File: config.mk
export PLATFORM = sky130hd
export DESIGN_NAME = resp_request_parser_unit
export DESIGN_NICKNAME = d
export VERILOG_FILES = /design/src/hdl/rrp_pkg.sv /design/src/hdl/rrp_core.sv /design/src/hdl/rrp_out_buf.sv /design/src/hdl/resp_request_parser_unit.sv
export SDC_FILE = /design/constraint.sdc
export NUM_CORES = 1
export LEC_CHECK = 0
export ABC_CLOCK_PERIOD_IN_PS = 9400
export BUFFER_PORTS_ARGS = -buffer_cell sky130_fd_sc_hd__buf_2
export CELL_PAD_IN_SITES_DETAIL_PLACEMENT = 0
export CELL_PAD_IN_SITES_GLOBAL_PLACEMENT = 1
export CORE_UTILIZATION = 48
export DETAILED_ROUTE_END_ITERATION = 6
export GPL_TIMING_DRIVEN = 0
export PLACE_DENSITY_LB_ADDON = 0.1
export SLEW_MARGIN = 20
export SYNTH_ARGS = -nofsm -noshare
export SYNTH_HDL_FRONTEND = slang
export SYNTH_SLANG_ARGS = --single-unit
File: constraint.sdc
create_clock -name clk -period 9.4 [get_ports clk]
set_input_delay 0.94 -clock clk [delete_from_list [all_inputs] [get_ports clk]]
set_output_delay 0.94 -clock clk [all_outputs]
set_load 0.005 [all_outputs]
File: src/hdl/rrp_pkg.sv
// rrp_pkg: shared types, constants and phase codes for the resp request parser
// used by rrp_core, rrp_out_buf and resp_request_parser_unit; no dependencies
`timescale 1ns / 1ps
`default_nettype none

package rrp_pkg;

	localparam int COUNT_BITS   = 8;
	localparam int LENGTH_BITS  = 16;
	localparam int MSG_LEN_BITS = 24;
	localparam int ID_BITS      = 31;
	localparam int ARG_BITS     = 8;
	localparam int CFG_CNT_BITS = 8;
	localparam int CFG_LEN_BITS = 16;

	localparam int NUM_BITS_A = (COUNT_BITS > LENGTH_BITS) ? COUNT_BITS : LENGTH_BITS;
	localparam int NUM_BITS_B = (CFG_CNT_BITS > CFG_LEN_BITS) ? CFG_CNT_BITS : CFG_LEN_BITS;
	localparam int NUM_BITS   = (NUM_BITS_A > NUM_BITS_B) ? NUM_BITS_A : NUM_BITS_B;

	localparam logic [NUM_BITS-1:0] COUNT_MAX = NUM_BITS'((64'd1 << COUNT_BITS) - 64'd1);
	localparam logic [NUM_BITS-1:0] LENGTH_MAX = NUM_BITS'((64'd1 << LENGTH_BITS) - 64'd1);
	localparam logic [MSG_LEN_BITS-1:0] MSG_LEN_MAX = {MSG_LEN_BITS{1'b1}};
	localparam logic [ID_BITS-1:0] ID_MAX = {ID_BITS{1'b1}};

	localparam logic [7:0] CH_STAR   = 8'h2A;
	localparam logic [7:0] CH_DOLLAR = 8'h24;
	localparam logic [7:0] CH_CR     = 8'h0D;
	localparam logic [7:0] CH_LF     = 8'h0A;
	localparam logic [7:0] CH_SPACE  = 8'h20;
	localparam logic [7:0] CH_ZERO   = 8'h30;
	localparam logic [7:0] CH_NINE   = 8'h39;

	localparam logic [1:0] KIND_NAME  = 2'd0;
	localparam logic [1:0] KIND_ARG   = 2'd1;
	localparam logic [1:0] KIND_DONE  = 2'd2;
	localparam logic [1:0] KIND_ERROR = 2'd3;

	localparam logic REG_MAX_COUNT  = 1'b0;
	localparam logic REG_MAX_LENGTH = 1'b1;

	typedef enum logic [3:0] {
		PH_STAR     = 4'd0,
		PH_COUNT    = 4'd1,
		PH_COUNT_LF = 4'd2,
		PH_ELEM     = 4'd3,
		PH_LEN      = 4'd4,
		PH_LEN_LF   = 4'd5,
		PH_DATA     = 4'd6,
		PH_DATA_CR  = 4'd7,
		PH_DATA_LF  = 4'd8,
		PH_IDLE     = 4'd9
	} phase_t;

	typedef struct packed {
		logic [CFG_CNT_BITS-1:0] max_array_count;
		logic [CFG_LEN_BITS-1:0] max_bulk_length;
	} cfg_t;

	typedef struct packed {
		logic [1:0]              kind;
		logic [7:0]              payload_byte;
		logic                    field_last;
		logic [ARG_BITS-1:0]     arg_index;
		logic [ID_BITS-1:0]      database_id;
		logic [MSG_LEN_BITS-1:0] message_length;
	} res_t;

endpackage

`default_nettype wire

File: src/hdl/rrp_core.sv
// rrp_core: per-byte parser state and the result decode for one transfer
// depends on rrp_pkg
`timescale 1ns / 1ps
`default_nettype none

module rrp_core (
	input  wire logic         clk,
	input  wire logic         arst_n,
	input  wire logic         accept,
	input  wire logic [7:0]   data_byte,
	input  wire logic         message_start,
	input  wire rrp_pkg::cfg_t cfg,
	output logic              res_valid,
	output rrp_pkg::res_t     res
);

	localparam int NW  = rrp_pkg::NUM_BITS + 4;
	localparam int IDW = rrp_pkg::ID_BITS + 4;
	localparam int CB  = rrp_pkg::COUNT_BITS;
	localparam int LB  = rrp_pkg::LENGTH_BITS;
	localparam int MB  = rrp_pkg::MSG_LEN_BITS;
	localparam int NB  = rrp_pkg::NUM_BITS;
	localparam int IB  = rrp_pkg::ID_BITS;

	rrp_pkg::phase_t phase_q, ph, ph_n;
	logic [CB-1:0] tot_q, tot, tot_n;
	logic [CB-1:0] idx_q, idx, idx_n;
	logic [NB-1:0] acc_q, acc, acc_n;
	logic          seen_q, seen, seen_n;
	logic [LB-1:0] rem_q, rem, rem_n;
	logic [IB-1:0] id_q, id, id_n;
	logic [MB-1:0] cnt_q, cnt, cnt_n;

	logic [NB-1:0]  cnt_lim, len_lim, lim;
	logic [3:0]     dval;
	logic           digit;
	logic [NW-1:0]  acc10;
	logic [IDW-1:0] id10;
	logic           acc_ovf, id_ovf;
	logic [CB:0]    idx_p1;
	logic           is_id, last_byte, do_fail, do_done;
	logic [MB-1:0]  msg_len;

	always_comb begin
		cnt_lim = (NB'(cfg.max_array_count) > rrp_pkg::COUNT_MAX) ?
			rrp_pkg::COUNT_MAX : NB'(cfg.max_array_count);
		len_lim = (NB'(cfg.max_bulk_length) > rrp_pkg::LENGTH_MAX) ?
			rrp_pkg::LENGTH_MAX : NB'(cfg.max_bulk_length);

		// message start clears the parser before this byte is parsed
		if (message_start) begin
			ph   = rrp_pkg::PH_STAR;
			tot  = '0;
			idx  = '0;
			acc  = '0;
			seen = 1'b0;
			rem  = '0;
			id   = '0;
			cnt  = '0;
		end else begin
			ph   = phase_q;
			tot  = tot_q;
			idx  = idx_q;
			acc  = acc_q;
			seen = seen_q;
			rem  = rem_q;
			id   = id_q;
			cnt  = cnt_q;
		end

		digit  = (data_byte >= rrp_pkg::CH_ZERO) && (data_byte <= rrp_pkg::CH_NINE);
		dval   = 4'(data_byte - rrp_pkg::CH_ZERO);
		lim    = (ph == rrp_pkg::PH_COUNT) ? cnt_lim : len_lim;
		acc10  = (NW'(acc) << 3) + (NW'(acc) << 1) + NW'(dval);
		acc_ovf = acc10 > NW'(lim);
		id10   = (IDW'(id) << 3) + (IDW'(id) << 1) + IDW'(dval);
		id_ovf = id10 > IDW'(rrp_pkg::ID_MAX);
		idx_p1 = {1'b0, idx} + (CB+1)'(1);
		is_id  = (tot >= CB'(2)) && (idx_p1 == {1'b0, tot});
		last_byte = (rem == LB'(1));

		ph_n   = ph;
		tot_n  = tot;
		idx_n  = idx;
		acc_n  = acc;
		seen_n = seen;
		rem_n  = rem;
		id_n   = id;
		cnt_n  = cnt;
		do_fail = 1'b0;
		do_done = 1'b0;
		res_valid = 1'b0;
		res = '0;

		if (ph != rrp_pkg::PH_IDLE) begin
			cnt_n = (cnt == rrp_pkg::MSG_LEN_MAX) ? cnt : cnt + MB'(1);
			case (ph)
				rrp_pkg::PH_STAR: begin
					if (data_byte != rrp_pkg::CH_STAR) begin
						do_fail = 1'b1;
					end else begin
						acc_n  = '0;
						seen_n = 1'b0;
						ph_n   = rrp_pkg::PH_COUNT;
					end
				end
				rrp_pkg::PH_COUNT, rrp_pkg::PH_LEN: begin
					if (digit) begin
						if (acc_ovf) begin
							do_fail = 1'b1;
						end else begin
							acc_n  = NB'(acc10);
							seen_n = 1'b1;
						end
					end else if (data_byte != rrp_pkg::CH_CR || !seen) begin
						do_fail = 1'b1;
					end else begin
						ph_n = (ph == rrp_pkg::PH_COUNT) ?
							rrp_pkg::PH_COUNT_LF : rrp_pkg::PH_LEN_LF;
					end
				end
				rrp_pkg::PH_COUNT_LF: begin
					if (data_byte != rrp_pkg::CH_LF) begin
						do_fail = 1'b1;
					end else begin
						tot_n = CB'(acc);
						idx_n = '0;
						if (acc == '0) begin
							do_done = 1'b1;
						end else begin
							ph_n = rrp_pkg::PH_ELEM;
						end
					end
				end
				rrp_pkg::PH_ELEM: begin
					if (data_byte == rrp_pkg::CH_SPACE) begin
						ph_n = ph;
					end else if (data_byte != rrp_pkg::CH_DOLLAR) begin
						do_fail = 1'b1;
					end else begin
						acc_n  = '0;
						seen_n = 1'b0;
						ph_n   = rrp_pkg::PH_LEN;
					end
				end
				rrp_pkg::PH_LEN_LF: begin
					if (data_byte != rrp_pkg::CH_LF) begin
						do_fail = 1'b1;
					end else begin
						rem_n  = LB'(acc);
						seen_n = 1'b0;
						if (is_id) begin
							id_n = '0;
						end
						ph_n = (acc == '0) ? rrp_pkg::PH_DATA_CR : rrp_pkg::PH_DATA;
					end
				end
				rrp_pkg::PH_DATA: begin
					rem_n = rem - LB'(1);
					if (last_byte) begin
						ph_n = rrp_pkg::PH_DATA_CR;
					end
					if (is_id) begin
						if (!digit || id_ovf) begin
							do_fail = 1'b1;
						end else begin
							id_n   = IB'(id10);
							seen_n = 1'b1;
						end
					end else begin
						res_valid        = 1'b1;
						res.payload_byte = data_byte;
						res.field_last   = last_byte;
						if (idx == '0) begin
							res.kind = rrp_pkg::KIND_NAME;
						end else begin
							res.kind      = rrp_pkg::KIND_ARG;
							res.arg_index = rrp_pkg::ARG_BITS'(idx - CB'(1));
						end
					end
				end
				rrp_pkg::PH_DATA_CR: begin
					if (data_byte != rrp_pkg::CH_CR || (is_id && !seen)) begin
						do_fail = 1'b1;
					end else begin
						ph_n = rrp_pkg::PH_DATA_LF;
					end
				end
				rrp_pkg::PH_DATA_LF: begin
					if (data_byte != rrp_pkg::CH_LF) begin
						do_fail = 1'b1;
					end else if (idx_p1 >= {1'b0, tot}) begin
						do_done = 1'b1;
					end else begin
						idx_n = idx + CB'(1);
						ph_n  = rrp_pkg::PH_ELEM;
					end
				end
				default: begin
					ph_n = rrp_pkg::PH_IDLE;
				end
			endcase
		end

		msg_len = (cnt_n == rrp_pkg::MSG_LEN_MAX) ? cnt_n : cnt_n + MB'(1);
		if (do_fail) begin
			ph_n      = rrp_pkg::PH_IDLE;
			res_valid = 1'b1;
			res       = '0;
			res.kind  = rrp_pkg::KIND_ERROR;
		end else if (do_done) begin
			ph_n               = rrp_pkg::PH_IDLE;
			res_valid          = 1'b1;
			res                = '0;
			res.kind           = rrp_pkg::KIND_DONE;
			res.database_id    = (tot_n >= CB'(2)) ? id : '0;
			res.message_length = msg_len;
		end
	end

	always_ff @(posedge clk or negedge arst_n) begin
		if (!arst_n) begin
			phase_q <= rrp_pkg::PH_STAR;
			tot_q   <= '0;
			idx_q   <= '0;
			acc_q   <= '0;
			seen_q  <= 1'b0;
			rem_q   <= '0;
			id_q    <= '0;
			cnt_q   <= '0;
		end else if (accept) begin
			phase_q <= ph_n;
			tot_q   <= tot_n;
			idx_q   <= idx_n;
			acc_q   <= acc_n;
			seen_q  <= seen_n;
			rem_q   <= rem_n;
			id_q    <= id_n;
			cnt_q   <= cnt_n;
		end
	end

	// result only in phases that can produce one
	assert property (@(posedge clk) disable iff (!arst_n)
		(res_valid && !message_start) |-> (phase_q != rrp_pkg::PH_IDLE))
		else $error("result from idle parser");

	// a result ends the request unless it is a data byte
	assert property (@(posedge clk) disable iff (!arst_n)
		(accept && res_valid && (res.kind == rrp_pkg::KIND_ERROR ||
		res.kind == rrp_pkg::KIND_DONE)) |=> (phase_q == rrp_pkg::PH_IDLE))
		else $error("parser not idle after completion or error");

	// payload bytes are only emitted while in the data phase
	assert property (@(posedge clk) disable iff (!arst_n)
		(accept && res_valid && (res.kind == rrp_pkg::KIND_NAME ||
		res.kind == rrp_pkg::KIND_ARG)) |-> (ph == rrp_pkg::PH_DATA))
		else $error("payload byte outside data phase");

endmodule

`default_nettype wire

File: src/hdl/rrp_out_buf.sv
// rrp_out_buf: result register plus one skid entry in front of the output channel
// depends on rrp_pkg
`timescale 1ns / 1ps
`default_nettype none

module rrp_out_buf (
	input  wire logic          clk,
	input  wire logic          arst_n,
	input  wire logic          push,
	input  wire rrp_pkg::res_t push_data,
	output logic               space,
	output logic               out_valid,
	input  wire logic          out_ready,
	output rrp_pkg::res_t      out_data
);

	logic          main_v_q, skid_v_q;
	rrp_pkg::res_t main_q, skid_q;
	logic          pop;

	assign pop       = main_v_q && out_ready;
	assign space     = !skid_v_q;
	assign out_valid = main_v_q;
	assign out_data  = main_q;

	always_ff @(posedge clk or negedge arst_n) begin
		if (!arst_n) begin
			main_v_q <= 1'b0;
			skid_v_q <= 1'b0;
		end else if (pop) begin
			if (skid_v_q) begin
				skid_v_q <= 1'b0;
			end else begin
				main_v_q <= push;
			end
		end else if (!main_v_q) begin
			main_v_q <= push;
		end else if (push) begin
			skid_v_q <= 1'b1;
		end
	end

	always_ff @(posedge clk) begin
		if (pop) begin
			main_q <= skid_v_q ? skid_q : push_data;
		end else if (!main_v_q) begin
			main_q <= push_data;
		end else if (push) begin
			skid_q <= push_data;
		end
	end

	assert property (@(posedge clk) disable iff (!arst_n) skid_v_q |-> main_v_q)
		else $error("skid entry without head entry");

	assert property (@(posedge clk) disable iff (!arst_n) push |-> !skid_v_q)
		else $error("push into full buffer");

	assert property (@(posedge clk) disable iff (!arst_n)
		(main_v_q && !out_ready) |=> (main_v_q && $stable(main_q)))
		else $error("stalled result changed or dropped");

endmodule

`default_nettype wire

File: src/hdl/resp_request_parser_unit.sv
// resp_request_parser_unit: top level, apb registers, parser core and output buffer
// depends on rrp_pkg, rrp_core, rrp_out_buf
//
// channel  | handshake            | payload
// in       | in_valid / in_ready  | data_byte, message_start
// out      | out_valid / out_ready| kind, payload_byte, field_last, arg_index,
//          |                      | database_id, message_length
// cfg      | apb psel / penable   | paddr, pwdata, prdata (0x0 max count, 0x4 max length)
//
// one byte per cycle while in_ready is high; each input transfer is parsed in the cycle
// it is taken; at most one result per byte, registered, visible the cycle after the
// transfer unless the result register still holds a stalled result; a one-entry skid
// behind it takes that result, and in_ready drops only while both output entries are full
// asynchronous reset to the wait-for-array-marker phase, limits at maximum
`timescale 1ns / 1ps
`default_nettype none

module resp_request_parser_unit (
	input  wire logic        clk,
	input  wire logic        arst_n,
	input  wire logic        in_valid,
	output logic             in_ready,
	input  wire logic [7:0]  data_byte,
	input  wire logic        message_start,
	output logic             out_valid,
	input  wire logic        out_ready,
	output logic [1:0]       kind,
	output logic [7:0]       payload_byte,
	output logic             field_last,
	output logic [rrp_pkg::ARG_BITS-1:0]     arg_index,
	output logic [rrp_pkg::ID_BITS-1:0]      database_id,
	output logic [rrp_pkg::MSG_LEN_BITS-1:0] message_length,
	input  wire logic        psel,
	input  wire logic        penable,
	input  wire logic        pwrite,
	input  wire logic [2:0]  paddr,
	input  wire logic [31:0] pwdata,
	output logic [31:0]      prdata,
	output logic             pready
);

	rrp_pkg::cfg_t cfg_q;
	rrp_pkg::res_t core_res, buf_res;
	logic          core_valid, accept, space;

	assign pready = 1'b1;
	assign accept = in_valid && in_ready;
	assign in_ready = space;

	always_ff @(posedge clk or negedge arst_n) begin
		if (!arst_n) begin
			cfg_q.max_array_count <= '1;
			cfg_q.max_bulk_length <= '1;
		end else if (psel && penable && pwrite && pready) begin
			case (paddr[2])
				rrp_pkg::REG_MAX_COUNT: begin
					cfg_q.max_array_count <= pwdata[rrp_pkg::CFG_CNT_BITS-1:0];
				end
				rrp_pkg::REG_MAX_LENGTH: begin
					cfg_q.max_bulk_length <= pwdata[rrp_pkg::CFG_LEN_BITS-1:0];
				end
				default: begin
					cfg_q <= cfg_q;
				end
			endcase
		end
	end

	always_comb begin
		case (paddr[2])
			rrp_pkg::REG_MAX_COUNT:  prdata = 32'(cfg_q.max_array_count);
			rrp_pkg::REG_MAX_LENGTH: prdata = 32'(cfg_q.max_bulk_length);
			default:                 prdata = '0;
		endcase
	end

	rrp_core u_core (
		.clk           (clk),
		.arst_n        (arst_n),
		.accept        (accept),
		.data_byte     (data_byte),
		.message_start (message_start),
		.cfg           (cfg_q),
		.res_valid     (core_valid),
		.res           (core_res)
	);

	rrp_out_buf u_out_buf (
		.clk       (clk),
		.arst_n    (arst_n),
		.push      (accept && core_valid),
		.push_data (core_res),
		.space     (space),
		.out_valid (out_valid),
		.out_ready (out_ready),
		.out_data  (buf_res)
	);

	assign kind           = buf_res.kind;
	assign payload_byte   = buf_res.payload_byte;
	assign field_last     = buf_res.field_last;
	assign arg_index      = buf_res.arg_index;
	assign database_id    = buf_res.database_id;
	assign message_length = buf_res.message_length;

endmodule

`default_nettype wire

==> results by group <==
Status
  – Status: completed

Final layout
  – Finished Layout Cells: 2659
  – Antenna fix cells: 0
  – Area delta synth->final: 14.3%
  – Share of cells above drive strength 1: 16.6%
  – Layout net count: roughly 2300
  – Fill cell count: 3518

Floorplanning
  – Die extent in x: 200 um
  – Core area: a little under 40000 um2
  – Starting Density: 48.6%
  – FP Rows: 72
  – Die area: 39900 um2
  – Die Y: around 200 um
  – Number of I/O pins: 160

Worst setup path
  – Startpoint types: input port
  – Critical path data arrival time: 9170 ps
  – Reg2reg path depth: 23
  – Req. time, crit path: 9690 ps
  – Critical Path Fanout Max: 28
  – CP Class: in2reg
  – Most frequent cell on the critical path: clkbuf_4
  – Max stage delay on crit path: about 450 ps
  – Worst setup path start: message_start
  – Worst Setup End Kind: register
  – Flop-to-flop setup slack: 3040 ps
  – RR Endpoint: u_out_buf.skid_q[38]
  – RR Startpoint: u_core.acc_q[0]
  – Crit path capture: u_out_buf.skid_q[38]
  – CP max-delay cell: a2111oi_0

STA
  – Hold slack: 352 ps
  – Worst-margin pin slew: approximately 1100 ps
  – Final period util: 94.5%
  – Clk_skew: 21.9 ps
  – Final TNS setup: 0 ps
  – Slew headroom: between 20% and 30%
  – Setup Viol. Count Final: 0
  – FMAX: 113 MHz
  – Final min period: between 8000 and 9000 ps
  – Final Max Slew Viols: 0
  – Hold Fails Final Rpt: 0

Min path
  – Hold Path Class: in2async

Yosys
  – Syn. warnings: 0
  – Cell variety after synth: 96
  – Most instantiated library cell after synthesis: nand2_1
  – Area leader, netlist: edfxtp_1
  – Synth top cells by count: nand2_1, edfxtp_1, nor2_1
  – Primary FF master, synth: edfxtp_1
  – Largest cells by area after synthesis: edfxtp_1, dfrtp_1, ha_1
  – Register area share after synthesis: 41.7%
  – EDFF count, synth: 148
  – Cell count after synthesis: about 1900
  – Synth top area share: 23.7%
  – Synth Register Bits: 282
  – Cell Area, Synth: about 19000 um2
  – Avg Cell Area, Syn: 9.70 um2
  – Post-synth ARST share: 47.5%

Power
  – Sw Pwr: 1.07 mW
  – Int Pwr: 2.62 mW
  – Flop pwr share: 42.3%
  – Clock Power Share: 38.4%
  – Gate power share: 19.3%
  – PD cells: 172 nW/um2
  – Sw Share: between 20% and 30%
  – Worst IR Drop VDD: around 0.12 mV
  – Static Leak: between 9 and 10 nW

Placed design
  – Placed Cells: 2594
  – Port bufs: 123
  – HPWL after DPL: 42.1 mm
  – Gpl congestion: 0.904

Clocking
  – Sinks on Clock Net: 282
  – Hold_buf cts: 0
  – # H-tree levels: 2
  – Skew-Pair Late Insertion Delay: 550 ps
  – CTS tree: done
  – CTS Root Cell: clkbuf_16
  – TritonCTS Buffers: 35
  – Max Root-Sink Buffers: 3
  – Clock transition at path regs: 60 ps

Global routing
  – Grt ovf: 0
  – Largest net degree at the start of global routing: 69
  – First-pass GRT wire length: 85.5 mm
  – Total GRT Usage: 28.3%
  – Initial antenna violation count: 2
  – Vias in the first global route: approximately 14000

Detailed routing
  – Vias: 15627
  – Routed vias/inst: between 5 and 6
  – Drt drc: 0
  – DRT iter0 DRCs: 1220
  – Wire per inst: ~21 um
  – TritonRoute pass-1 iters: 5
  – Wirelength, routed: 55.7 mm
  – Post-DRT Antenna Nets: 0

Job
  – Maximum Capacitance Violations: 0
==> cell usage in the layout (no fill, tap or decap), types with 36 or more instances in the layout <==
master	synthesis	final
a21oi_1	87	87
and2_1	50	50
buf_2	4	126
clkbuf_1	82	83
clkbuf_16	0	36
dfrtp_1	110	110
edfxtp_1	148	148
ha_1	123	123
inv_1	41	41
mux2_2	75	75
nand2_1	253	253
nand3_1	42	42
nor2_1	130	130
nor2b_1	73	72
nor3_1	39	38
o21ai_0	106	106
xnor2_1	59	59
==> power by group through the flow <==
| stage | combinational [mW] | sequential (mW) | clock [mW] |
|---|---|---|---|
| 6_report | 0.713 | 1.56 | 1.42 |
| 5_1_grt | 0.789 | 1.58 | 1.48 |
| 4_1_cts | 0.714 | 1.56 | 1.44 |
| 3_5_place_dp | 0.710 | 1.59 | 0 |
| 3_3_place_gp | 0.689 | 1.60 | 0 |
| 2_1_floorplan | 0.401 | 1.60 | 0 |
==> flip-flops by register name, indices dropped and copies added (netlist names) <==
name / cells
cfg_q: 24
u_core.acc_q: 16
u_core.cnt_q: 24
u_core.id_q: 31
u_core.idx_q: 8
u_core.phase_q: 4
u_core.rem_q: 16
u_core.seen_q: 1
u_core.tot_q: 8
u_out_buf.out_data: 74
u_out_buf.out_valid: 1
u_out_buf.skid_q: 74
u_out_buf.skid_v_q: 1
==> routing by layer <==
metal  global-route usage (%)  share of wire, %
met5                        0                 0
met4                     7.89               2.2
met3                     4.15               6.5
met2                     41.4                42
met1                     43.1                49
==> through the flow <==
stage | util [%] | setup slack [ps] | cell area, um2 | total power [mW]
after floorplan | - | 8.70 | 18800 | 2.00
after global placement | 52.1 | -4730 | 20100 | 2.29
after detailed placement | 52.4 | -1160 | 20200 | 2.30
after CTS | 55.6 | 92.9 | 21400 | 3.72
after global routing | 55.6 | -2.41 | 21400 | 3.86
final | 55.6 | 520 | 21400 | 3.69
==> worst max-delay path, delay by kind of cell <==
family                     cells  cell delay [ps]
buffers and inverters         11             3470
AOI/OAI and AO/OA              8             2290
adders and majority gates      3             1000
and+or+nand+nor                8             1240
xor gates and xnor gates       1              160
==> kinds of logic after synthesis <==
group,share of synthesized area (%)
simple gates,20.2
compound gates,16.0
flops,41.7
buf+inv,3.55
fa+ha+maj,8.53
mux,5.60
xor+xnor,4.42
other cells,0.0400
==> how the worst min path moves through the flow <==
stage,startpoint,to,slack (ps),cells after the start
floorplan,u_core.id_q[0],u_core.id_q[0],440,2
global placement,u_core.id_q[0],u_core.id_q[0],460,2
detailed placement,u_core.id_q[0],u_core.id_q[0],480,2
CTS,arst_n,u_core.cnt_q[1],360,1
global route,arst_n,u_core.cnt_q[0],410,1
finish,arst_n,u_core.cnt_q[1],350,1
==> area by class of cell <==
cell class / instances / area [um2] / share of cell area, %
multi-input combinational: 1514 / 10300 / 48.3
sequential: 282 / 7830 / 36.5
clock buffer: 43 / 957 / 4.47
timing repair buffer: 129 / 728 / 3.40
tap: 518 / 648 / 3.02
buffer: 112 / 529 / 2.47
clock inverter: 20 / 248 / 1.16
inverter: 41 / 154 / 0.718
==> repair_timing <==
| action | 4_1_cts | 5_1_grt |
|---|---|---|
| cloned | 0 | 0 |
| setup endpoints to repair | 95 | 88 |
| gates resized for setup | 1 | 6 |
| buffers inserted | 2 | 0 |
| pin swaps | 1 | 0 |
Power figures use the tool's default switching activity.
